<file path="config.mk">
export PLATFORM = sky130hd
export DESIGN_NAME = twd_front
export DESIGN_NICKNAME = d
export VERILOG_FILES = /design/src/rtl/twd_pkg.sv /design/src/rtl/twd_front.sv
export SDC_FILE = /design/constraint.sdc
export NUM_CORES = 1
export LEC_CHECK = 0
export BUFFER_PORTS_ARGS = -buffer_cell sky130_fd_sc_hd__buf_2
export CAP_MARGIN = 20
export CORE_MARGIN = 5
export CORE_UTILIZATION = 47
export CTS_BUF_LIST = sky130_fd_sc_hd__clkbuf_8
export DETAILED_ROUTE_END_ITERATION = 10
export GPL_ROUTABILITY_DRIVEN = 0
export GPL_TIMING_DRIVEN = 0
export PLACE_DENSITY = 0.77
export SLEW_MARGIN = 20
export SYNTH_ARGS = -nofsm -noshare
export SYNTH_HDL_FRONTEND = slang
export SYNTH_SLANG_ARGS = --single-unit
</file>
<file path="constraint.sdc">
create_clock -name clock -period 1.75 [get_ports clock]
set_clock_uncertainty 0.2 [all_clocks]
set_input_delay 0.4375 -clock clock [delete_from_list [all_inputs] [get_ports clock]]
set_output_delay 0.4375 -clock clock [all_outputs]
set_load 0.01 [all_outputs]
</file>
<file path="src/rtl/twd_pkg.sv">
`timescale 1ns / 1ps
// ----------------------------------------------------------------------------
// Trie word dictionary package
// Shared sizes, codes and types of the trie dictionary front and back ends.
// ----------------------------------------------------------------------------
package twd_pkg;

   localparam int MAX_NODES     = 1024;
   localparam int ALPHABET_SIZE = 26;
   localparam int NODE_W        = $clog2(MAX_NODES);
   localparam int FREE_W        = NODE_W + 1;
   localparam int IDX_W         = $clog2(ALPHABET_SIZE);
   localparam int SLOT_COUNT    = MAX_NODES * ALPHABET_SIZE;
   localparam int SLOT_W        = $clog2(SLOT_COUNT);
   localparam int QUEUE_DEPTH   = 2;
   localparam int QPTR_W        = $clog2(QUEUE_DEPTH);
   localparam int QCNT_W        = $clog2(QUEUE_DEPTH + 1);

   localparam logic [7:0] CHAR_UPPER_A = 8'h41;
   localparam logic [7:0] CHAR_UPPER_Z = 8'h5A;
   localparam logic [7:0] CHAR_LOWER_A = 8'h61;
   localparam logic [7:0] CHAR_LOWER_Z = 8'h7A;
   localparam logic [7:0] CASE_OFFSET  = 8'h20;

   typedef enum logic [1:0] {
      CMD_INSERT = 2'd0,
      CMD_SEARCH = 2'd1,
      CMD_DELETE = 2'd2
   } cmd_type;

   typedef enum logic [1:0] {
      ST_OK      = 2'd0,
      ST_FULL    = 2'd1,
      ST_BADCHAR = 2'd2
   } status_type;

   typedef struct packed {
      cmd_type          cmd;
      logic [IDX_W-1:0] idx;
      logic             letter_ok;
      logic             last;
   } item_type;

   typedef enum logic [3:0] {
      S_CLEAR = 4'b0001,
      S_IDLE  = 4'b0010,
      S_LINK  = 4'b0100,
      S_MARK  = 4'b1000
   } state_type;

endpackage

</file>
<file path="src/rtl/twd_front.sv">
`timescale 1ns / 1ps
// ----------------------------------------------------------------------------
// Trie dictionary front end
// Accepts requests, folds and checks the letter, decodes the command and
// holds classified requests in a short queue for the back end.
// ----------------------------------------------------------------------------
module twd_front
   import twd_pkg::*;
(
   input  logic        clock,
   input  logic        reset,
   input  logic        req_tvalid,
   output logic        req_tready,
   input  logic [15:0] req_tdata,   // command[1:0], letter[9:2], zero fill
   input  logic        req_tlast,
   input  logic        clearing,
   output logic        q_valid,
   output item_type    q_item,
   input  logic        q_pop
);

   item_type              entries_ff [QUEUE_DEPTH];
   logic [QPTR_W-1:0]     wr_ptr_ff, wr_ptr_in;
   logic [QPTR_W-1:0]     rd_ptr_ff, rd_ptr_in;
   logic [QCNT_W-1:0]     count_ff, count_in;
   logic [7:0]            letter;
   logic [7:0]            folded;
   item_type              classified;
   logic                  push;

   always_comb begin
      letter = req_tdata[9:2];
      if (letter >= CHAR_UPPER_A && letter <= CHAR_UPPER_Z) begin
         folded = letter + CASE_OFFSET;
      end else begin
         folded = letter;
      end
      classified.letter_ok = (folded >= CHAR_LOWER_A) && (folded <= CHAR_LOWER_Z);
      classified.idx       = IDX_W'(folded - CHAR_LOWER_A);
      classified.last      = req_tlast;
      unique case (req_tdata[1:0])
         CMD_INSERT: classified.cmd = CMD_INSERT;
         CMD_DELETE: classified.cmd = CMD_DELETE;
         default:    classified.cmd = CMD_SEARCH;
      endcase
   end

   assign req_tready = !clearing && (count_ff != QCNT_W'(QUEUE_DEPTH));
   assign push       = req_tvalid && req_tready;
   assign q_valid    = (count_ff != '0);
   assign q_item     = entries_ff[rd_ptr_ff];

   always_comb begin
      wr_ptr_in = push  ? wr_ptr_ff + 1'b1 : wr_ptr_ff;
      rd_ptr_in = q_pop ? rd_ptr_ff + 1'b1 : rd_ptr_ff;
      count_in  = count_ff + QCNT_W'(push) - QCNT_W'(q_pop);
   end

   always_ff @(posedge clock) begin
      if (reset) begin
         wr_ptr_ff <= '0;
         rd_ptr_ff <= '0;
         count_ff  <= '0;
      end else begin
         wr_ptr_ff <= wr_ptr_in;
         rd_ptr_ff <= rd_ptr_in;
         count_ff  <= count_in;
      end
   end

   always_ff @(posedge clock) begin
      if (push) begin
         entries_ff[wr_ptr_ff] <= classified;
      end
   end

endmodule

</file>
==> metrics.txt, run 1 <==
run status=finished, violations left; violations in the final reports=negative setup slack; final std cell area, no fill=1410 µm²; # diodes=0; latest clock arrival within the worst-skew pair=0.26 ns; compound-cell area share of the yosys netlist=0.0419; classification of the worst-slack hold path=input port to flip-flop; IO Port Bufs=26; full die area=3270 µm²; synthesis warning total=0; endpoint type of the worst setup path=primary output; initial core utilization=0.482; synthesis-to-finish area growth=34.3%; Worst-Margin Slew=0.472 ns; cells on worst reg2reg path=8; maximum number of pins on one net before global-route repair=14; Die Ht=57.2 µm; Fmax=0.550 GHz; final-report setup violation count=9; Final Slew Violations=0; number of top-level design ports=33; main combinational cell family by area after synthesis=multiplexers; CP Launch Type=flip-flop; antenna violation net count after detailed routing=0; number of fill cells in the layout=178; H-Tree Level Count=1; synthesized netlist net count=106; number of placement rows=17; fraction of registers with async set/reset=0; worst endpoint required time=1.11 ns; clk root buf=sky130_fd_sc_hd__clkbuf_8; # DRC=0; share of synthesized cell area in and, or, nand and nor gates=0.0730; global routing usage summed across all routing layers=0.117; fraction of the yosys area taken by sequential cells=0.612; Final Hold Vio Count=0; via count of the routed design=676; total area of multi-input combinational cells=428 µm²; critical path class=flip-flop to primary output; Inserted Clock Buffers=3; Post-Syn Area per Cell=13.4 µm²; count of clock tree sinks=23; overall overflow remaining after global route=0; average wire per standard cell=12.9 µm; Max-slew headroom=0.685; Vias per Instance=4.90; ratio of final minimum period to clock period=1.04; register bit total from synthesis=23; total of max-cap violations=0; biggest area consumer among synthesized cells=sky130_fd_sc_hd__edfxtp_1; multiplexer share of the synthesized area=0.0969; Synth area leaders=sky130_fd_sc_hd__edfxtp_1 (52%), sky130_fd_sc_hd__mux2_2 (9.7%), sky130_fd_sc_hd__dfxtp_1 (9.6%), sky130_fd_sc_hd__ha_1 (7.2%), sky130_fd_sc_hd__xnor2_1 (5.0%); Cells after Synth=78; number of antenna violations at the first check in global routing=0; Final Worst Setup Slack=-0.0681 ns; peak supply drop=0.430 mV; arithmetic-cell share of the synthesized area counting full adders, half adders and majority gates=0.0718; min Tclk post-route=1.82 ns; Netlist Area Pre-Place=1050 µm²; Hold Slack=0.168 ns; Horiz. Die Dim=57.2 µm; Storage cell area=643 µm²; setup repair after global routing missed its margin=yes; Synth Flop Type=sky130_fd_sc_hd__edfxtp_1; Total Power Consumption=1.29 mW; # nets final=139; xor-xnor portion of the synthesized cell area=0.0670; Cell Count, Final, Fillers Out=138; worst endpoint data arrival time=1.18 ns; Crit Path Max Fanout=5; Core ar.=2170 µm²; DRT iter0 DRCs=12; static leakage=0.586 nW; total wire length after detailed routing=1790 µm; detailed-routing iteration count for the pre-antenna-repair pass=3; wire length of the first global-routing pass=3010 µm; buffers from clock root to sink, at most=2; placed wire-length estimate=1290 µm; clock tree from TritonCTS=done; number of distinct library cells after synthesis=18; instance count after placement with tap cells included=132; depth of the worst hold-timing path=1; dpl cell area=1210 µm²; CTS Hold Bufs=0; area share of the largest cell type after synthesis=0.517; number of enable flip-flop cells after synthesis=18; Pwr Density=917 nW/µm²; fraction of final layout cells sized beyond drive strength 1=0.473; clock input transition at the sequential cells of the worst setup and hold paths=0.07 ns; number of global-route vias before repair=708
[layout by cell type (no fill, tap or decap), drive strengths merged]
cell type,count
ha,6
nor2,8
clkinv,1
o211ai,2
inv,8
xor2,2
clkbuf,4
xnor2,6
buf,29
o21ai,1
a21oi,2
mux2,9
edfxtp,18
dfxtp,5
nand2,2
nor2b,3
nor3,4
[worst max-delay path: stages (launching register included)]
cell and delay (ns):
sky130_fd_sc_hd__dfxtp_2 0.35, sky130_fd_sc_hd__buf_6 0.14, sky130_fd_sc_hd__mux2_4 0.31, sky130_fd_sc_hd__buf_6 0.12
[cell families (layout without fill, tap and decap cells)]
family	count (synthesis)	count (layout)
AND/OR/NAND/NOR	17	17
AO/OA/AOI/OAI	5	5
adder cells (fa/ha/maj)	6	6
flip-flops	23	23
multiplexers	9	9
XOR/XNOR	8	8
buffers and inverters	10	42
[power breakdown]
| part | leakage, nW | total (mW) | switching [mW] | internal, mW |
|---|---|---|---|---|
| sequential | 0.208 | 0.665 | 0.0245 | 0.641 |
| combinational | 0.353 | 0.309 | 0.140 | 0.169 |
| clock | 0.0255 | 0.315 | 0.156 | 0.159 |
[metrics by stage]
step                utilization  TNS [ns]  setup WS (ns)
floorplan                     -         0         0.0249
global placement          0.558     -2.88         -0.155
detailed placement        0.558     -3.68         -0.204
CTS                       0.630    -0.612        -0.0770
global route              0.648    -0.985         -0.120
finish                    0.648    -0.493        -0.0681
[cell usage after synthesis (2+ instances only)]
master	instances
sky130_fd_sc_hd__dfxtp_1	5
sky130_fd_sc_hd__edfxtp_1	18
sky130_fd_sc_hd__a21oi_1	2
sky130_fd_sc_hd__nor2_1	8
sky130_fd_sc_hd__ha_1	6
sky130_fd_sc_hd__xnor2_1	6
sky130_fd_sc_hd__nor3_1	4
sky130_fd_sc_hd__inv_1	7
sky130_fd_sc_hd__mux2_2	9
sky130_fd_sc_hd__nor2b_1	3
sky130_fd_sc_hd__nand2_1	2
sky130_fd_sc_hd__xor2_1	2
[sequential cells by signal, summed over array words and instances, names as in the netlist, named ones only]
signal      flops
count_ff        2
entries_ff     18
rd_ptr_ff       1
wr_ptr_ff       1
[cell type report]
cell class	count	share of cell area
inverters	8	0.0232
plain buffers	2	0.0107
clock inverters	1	0.00356
clock buffers	3	0.0294
well taps	28	0.0249
multi-input cells	45	0.305
repair buffers	28	0.146
flip-flops and latches	23	0.458
[final timing paths]
kind	from	end	slack [ns]
max reg2reg	count_ff[1]	count_ff[1]	0.01
min reg2reg	rd_ptr_ff	rd_ptr_ff	0.34
min	req_tlast	entries_ff[0][0]	0.17
max	flip-flop	q_item[5]	-0.07
[what timing repair did]
item                                    in CTS  in global routing
pin swaps                                    1                  3
resized for setup                           23                  8
gates cloned                                 1                  0
endpoints found under the setup margin      10                 28
setup buffers                                0                  1
[layer usage]
layer / vias up / routed length, µm / GRT usage
met5: - / 0 / 0
li1: 337 / - / -
met4: 0 / 29 / 0.0397
met2: 16 / 993 / 0.223
met1: 319 / 685 / 0.125
met3: 4 / 77 / 0.0249
(Power assumes the default switching activity.)
==> run 2: changes to the inputs <==
--- a/config.mk
+++ b/config.mk
@@ -13,7 +13,7 @@
 export DETAILED_ROUTE_END_ITERATION = 10
 export GPL_ROUTABILITY_DRIVEN = 0
 export GPL_TIMING_DRIVEN = 0
-export PLACE_DENSITY = 0.77
+export PLACE_DENSITY = 0.88
 export SLEW_MARGIN = 20
 export SYNTH_ARGS = -nofsm -noshare
 export SYNTH_HDL_FRONTEND = slang
==> run 2 against run 1 <==
Effect of this change: the flow still finishes with violations (negative setup slack); setup slack got worse by 0.0056 ns; die area unchanged; clock-buffer cell count unchanged; critical path type unchanged; non-clock buffer count decreased by 1; utilization decreased by 1.0 points; clock power about the same.
==> metrics.txt, run 2 (synthesis results as in run 1) <==
Largest register FFs=18 (unchanged); crit path max-delay cell type=sky130_fd_sc_hd__dfxtp_2; worst endpoint required time=1.11 ns (about the same); initial core utilization=0.482 (unchanged); number of global-route vias before repair=681 (-3.8%); IO Port Bufs=26 (unchanged); global routing usage summed across all routing layers=0.119 (+0.00195); final-report setup violation count=10 (+1); total wire length after detailed routing=1860 µm (+4.3%); static leakage=0.582 nW (-0.76%); clock input transition at the sequential cells of the worst setup and hold paths=0.08 ns (about the same); Inserted Clock Buffers=3 (unchanged); DRT iter0 DRCs=13 (+1); number of fill cells in the layout=165 (-7.3%); number of antenna violations at the first check in global routing=0 (unchanged); Horiz. Die Dim=57.2 µm (unchanged); average wire per standard cell=13.6 µm (+5.1%); list of cells traversed by the critical path=buf_6 > mux2_4 > buf_6; Post-Place Setup Slack=-0.157 ns (+0.0470 ns); number of top-level design ports=33 (unchanged); antenna violation net count after detailed routing=0 (unchanged); ratio of final minimum period to clock period=1.04 (+0.00319); number of setup buffers added after CTS=0 (unchanged); Total Power Consumption=1.27 mW (-1.2%); most common cell after layout, fill and taps aside=sky130_fd_sc_hd__edfxtp_1; Final Worst Setup Slack=-0.0737 ns (-0.00559 ns); delay of the slowest cell on the worst path=0.36 ns (about the same); peak supply drop=0.473 mV (+10%); number of placement rows=17 (unchanged); Storage cell area=644 µm² (+0.19%); Die Ht=57.2 µm (unchanged); clk root buf=sky130_fd_sc_hd__clkbuf_8; # diodes=0 (unchanged); Crit Path Max Fanout=5 (unchanged); Most common cell on crit path=sky130_fd_sc_hd__buf_6; maximum number of pins on one net before global-route repair=13 (-1); critical path class=flip-flop to primary output; buffers from clock root to sink, at most=2 (unchanged); setup repair after global routing missed its margin=yes; top register by number of flip-flops=entries_ff; classification of the worst-slack hold path=input port to flip-flop; Fmax=0.548 GHz (-0.31%); Vias per Instance=4.77 (-2.5%); synthesis-to-finish area growth=32.2%; latest clock arrival within the worst-skew pair=0.26 ns (about the same); biggest regs=entries_ff x18, count_ff x2; worst endpoint data arrival time=1.19 ns (about the same); instance count after placement with tap cells included=132 (unchanged); Cell Count, Final, Fillers Out=137 (-0.72%); min Tclk post-route=1.82 ns (+0.00559 ns); H-Tree Level Count=1 (unchanged); total area of multi-input combinational cells=415 µm² (-2.9%); endpoint type of the worst setup path=primary output; overall overflow remaining after global route=0 (unchanged); Core ar.=2170 µm² (unchanged); detailed-routing iteration count for the pre-antenna-repair pass=4 (+1); core occupancy in the finished layout=0.637 (-0.0104); most frequent cells in the layout=sky130_fd_sc_hd__edfxtp_1 (18), sky130_fd_sc_hd__buf_2 (17), sky130_fd_sc_hd__buf_6 (11); CP Launch Type=flip-flop; # DRC=0 (unchanged); run status=finished, violations left; count of clock tree sinks=23 (unchanged); total of max-cap violations=0 (unchanged); violations in the final reports=negative setup slack; placed wire-length estimate=1280 µm (-0.61%); via count of the routed design=654 (-3.3%); full die area=3270 µm² (unchanged); number of buffer and inverter stages on the critical path=2 (unchanged); Max-slew headroom=0.541 (-0.144); Pwr Density=921 nW/µm² (+0.46%); clock tree from TritonCTS=done; Worst-Margin Slew=0.686 ns (+0.214 ns); Final Slew Violations=0 (unchanged); wire length of the first global-routing pass=2950 µm (-2.1%); kind of cell with the highest combined delay on the critical path=flip-flops; fraction of final layout cells sized beyond drive strength 1=0.431 (-0.0415); # nets final=138 (-0.72%); Final Hold Vio Count=0 (unchanged)
==> run 2: cell types whose count changed in the layout (fill, tap and decap cells not counted), sizes merged <==
cell and change:
buf -1, clkinv -1, inv +1
==> run 2: area by class of cell <==
cell class | instances | area share
sequential | 23 | 0.466
buffer | 2 | 0.0109
timing repair buffer | 27 | 0.143
tap | 28 | 0.0253
multi-input combinational | 45 | 0.300
clock buffer | 3 | 0.0299
inverter | 8 | 0.0217
clock inverter | 1 | 0.00271
==> run 2: power breakdown <==
group | internal [mW] | switching (mW)
clock | 0.156 | 0.156
sequential | 0.642 | 0.0219
combinational | 0.157 | 0.141
==> run 2: through the flow <==
stage | area (µm²) | setup TNS (ns) | hold slack, ns
6_report | 1380 | -0.530 | 0.174
5_1_grt | 1380 | -0.951 | 0.168
4_1_cts | 1350 | -0.682 | 0.171
3_5_place_dp | 1210 | -2.84 | 0.304
3_3_place_gp | 1210 | -2.49 | 0.297
2_1_floorplan | 1050 | 0 | 0.280
==> run 2: repair_timing <==
item                                    4_1_cts  5_1_grt
hold buffers                                  0        0
gates cloned                                  1        0
resized for setup                            20        7
endpoints found under the setup margin        9       19
pin swaps                                     0        1
==> run 2: path summary, 6_finish.rpt <==
path / start / to / slack, ns / depth (start not counted)
worst min register to register: rd_ptr_ff / rd_ptr_ff / 0.32 / 2
worst max register to register: count_ff[1] / count_ff[1] / -0.01 / 8
worst min-delay path: req_tlast / entries_ff[1][0] / 0.17 / 1
worst max-delay path: flip-flop / q_item[3] / -0.07 / 3
==> run 2: layer usage <==
| metal | vias up | global-route usage | routed length (µm) |
|---|---|---|---|
| met3 | 2 | 0.0158 | 34 |
| li1 | 331 | - | - |
| met4 | 0 | 0.0397 | 11 |
| met5 | - | 0 | 0 |
| met1 | 311 | 0.114 | 709 |
| met2 | 10 | 0.250 | 1110 |
==> run 3: changes to the inputs <==
--- a/config.mk
+++ b/config.mk
@@ -5,15 +5,15 @@
 export SDC_FILE = /design/constraint.sdc
 export NUM_CORES = 1
 export LEC_CHECK = 0
-export BUFFER_PORTS_ARGS = -buffer_cell sky130_fd_sc_hd__buf_2
 export CAP_MARGIN = 20
 export CORE_MARGIN = 5
-export CORE_UTILIZATION = 47
+export CORE_UTILIZATION = 55
 export CTS_BUF_LIST = sky130_fd_sc_hd__clkbuf_8
 export DETAILED_ROUTE_END_ITERATION = 10
+export DONT_BUFFER_PORTS = 1
 export GPL_ROUTABILITY_DRIVEN = 0
 export GPL_TIMING_DRIVEN = 0
-export PLACE_DENSITY = 0.88
+export PLACE_DENSITY = 0.84
 export SLEW_MARGIN = 20
 export SYNTH_ARGS = -nofsm -noshare
 export SYNTH_HDL_FRONTEND = slang
==> run 3 against run 2 <==
Effect of this change: the flow now finishes without violations; combinational power decreased by 32%; fmax is 6.1% higher; critical path depth is 1 lower; via count is 14% lower; global-route usage fell by 0.85 points; sequential power decreased by 0.6%; final cell count is 21% lower; clock-buffer cell count stayed put; die area is 12% lower; highest routed layer unchanged; critical endpoint is now q_item[2]; register-to-register slack better by 0.05 ns.
==> metrics.txt, run 3 (synthesis results as in run 1) <==
via count of the routed design=561 (-14%); number of buffer and inverter stages on the critical path=1 (-1); clock input transition at the sequential cells of the worst setup and hold paths=0.07 ns (about the same); Crit Path Max Fanout=5 (unchanged); worst endpoint required time=1.11 ns (about the same); DRT iter0 DRCs=7 (-6); full die area=2870 µm² (-12%); Die Ht=53.6 µm (-6.2%); average wire per standard cell=14.3 µm (+5.1%); Horiz. Die Dim=53.6 µm (-6.2%); CP Launch Type=flip-flop; final std cell area, no fill=1180 µm² (-15%); global routing usage summed across all routing layers=0.110 (-0.00847); peak supply drop=0.606 mV (+28%); Total Power Consumption=1.17 mW (-8.4%); antenna violation net count after detailed routing=0 (unchanged); IO Port Bufs=0 (-100%); Max-slew headroom=0.517 (-0.0239); buffers from clock root to sink, at most=2 (unchanged); wire length of the first global-routing pass=2200 µm (-25%); fraction of final layout cells sized beyond drive strength 1=0.217 (-0.214); Fmax=0.582 GHz (+6.1%); most frequent cells in the layout=sky130_fd_sc_hd__edfxtp_1 (18), sky130_fd_sc_hd__mux2_4 (9), sky130_fd_sc_hd__inv_1 (8); Worst-Margin Slew=0.721 ns (+0.0357 ns); static leakage=0.459 nW (-21%); classification of the worst-slack hold path=input port to flip-flop; clk root buf=sky130_fd_sc_hd__clkbuf_8; biggest regs=entries_ff x18, count_ff x2; Inserted Clock Buffers=3 (unchanged); number of placement rows=15 (-2); initial core utilization=0.593 (+0.111); most common cell after layout, fill and taps aside=sky130_fd_sc_hd__edfxtp_1; total of max-cap violations=0 (unchanged); Final Hold Vio Count=0 (unchanged); Worst Hold Launch=reset; Largest register FFs=18 (unchanged); number of antenna violations at the first check in global routing=0 (unchanged); latest clock arrival within the worst-skew pair=0.25 ns (about the same); detailed-routing iteration count for the pre-antenna-repair pass=2 (-2); number of setup buffers added after CTS=0 (unchanged); total number of cells along the worst setup path=2 (-1); critical path class=flip-flop to primary output; maximum number of pins on one net before global-route repair=13 (unchanged); total wire length after detailed routing=1540 µm (-17%); Vias per Instance=5.19 (+8.8%); endpoint type of the worst setup path=primary output; min Tclk post-route=1.72 ns (-0.105 ns); number of top-level design ports=33 (unchanged); crit path max-delay cell type=sky130_fd_sc_hd__dfxtp_2; startpoint of the worst-slack reg-to-reg timing path=count_ff[1]; run status=finished clean; # DRC=0 (unchanged); synthesis-to-finish area growth=12.6%; delay of the slowest cell on the worst path=0.35 ns (about the same); Final Slew Violations=0 (unchanged); dpl cell area=1080 µm² (-11%); # diodes=0 (unchanged); # nets final=112 (-19%); core occupancy in the finished layout=0.667 (+0.0301); list of cells traversed by the critical path=buf_6 > mux2_4; final-report setup violation count=0 (-10); placed wire-length estimate=1090 µm (-15%); clock tree from TritonCTS=done; ratio of final minimum period to clock period=0.982 (-0.0597); Hold Slack=0.0352 ns (-0.139 ns); worst endpoint data arrival time=1.08 ns (-0.11 ns); cells on worst reg2reg path=8 (unchanged); Core ar.=1760 µm² (-19%); depth of the worst hold-timing path=1 (unchanged); overall overflow remaining after global route=0 (unchanged); H-Tree Level Count=1 (unchanged); top register by number of flip-flops=entries_ff; setup repair after global routing missed its margin=yes; kind of cell with the highest combined delay on the critical path=flip-flops; Pwr Density=991 nW/µm² (+7.5%); number of global-route vias before repair=532 (-22%); count of clock tree sinks=23 (unchanged)
[run 3: path summary, 6_finish.rpt]
path                                    end  slack (ns)
worst min register to register    flip-flop        0.31
worst max-delay path              q_item[2]        0.03
worst min-delay path              flip-flop        0.04
worst max register to register  count_ff[1]        0.04
[run 3: final cells by class]
class	count	area (µm²)
Inverter	8	30.0
Timing Repair Buffer	1	11.3
Sequential cell	23	642
Fill cell	146	587
Clock buffer	3	41.3
Clock inverter	1	3.75
Multi-Input combinational cell	45	403
Tap cell	25	31.3
Buffer	2	15.0
[run 3: stage by stage]
stage / TNS (ns) / cells / setup WS (ns)
final: 0 / 108 / 0.0309
after global routing: -0.515 / 108 / -0.0512
after CTS: 0 / 107 / 0.00283
after detailed placement: -0.972 / 103 / -0.0603
after global placement: -0.354 / 103 / -0.0198
after floorplan: 0 / 78 / 0.0249
[run 3: repair_timing]
| item | CTS | global route |
|---|---|---|
| gates cloned | 0 | 1 |
| gates resized for setup | 2 | 13 |
| setup endpoints to repair | 9 | 28 |
| hold buffers | 0 | 0 |
| pin swaps | 0 | 1 |
[run 3: power breakdown]
group	switching, mW	internal, mW
Combinational	0.106	0.0958
Clock	0.148	0.156
Sequential	0.0210	0.639
Total	0.275	0.891
[run 3: metal layers]
metal,track usage,wire [µm]
met1,0.109,632
met2,0.190,761
met3,0.0416,129
met4,0.0766,19
met5,0,0
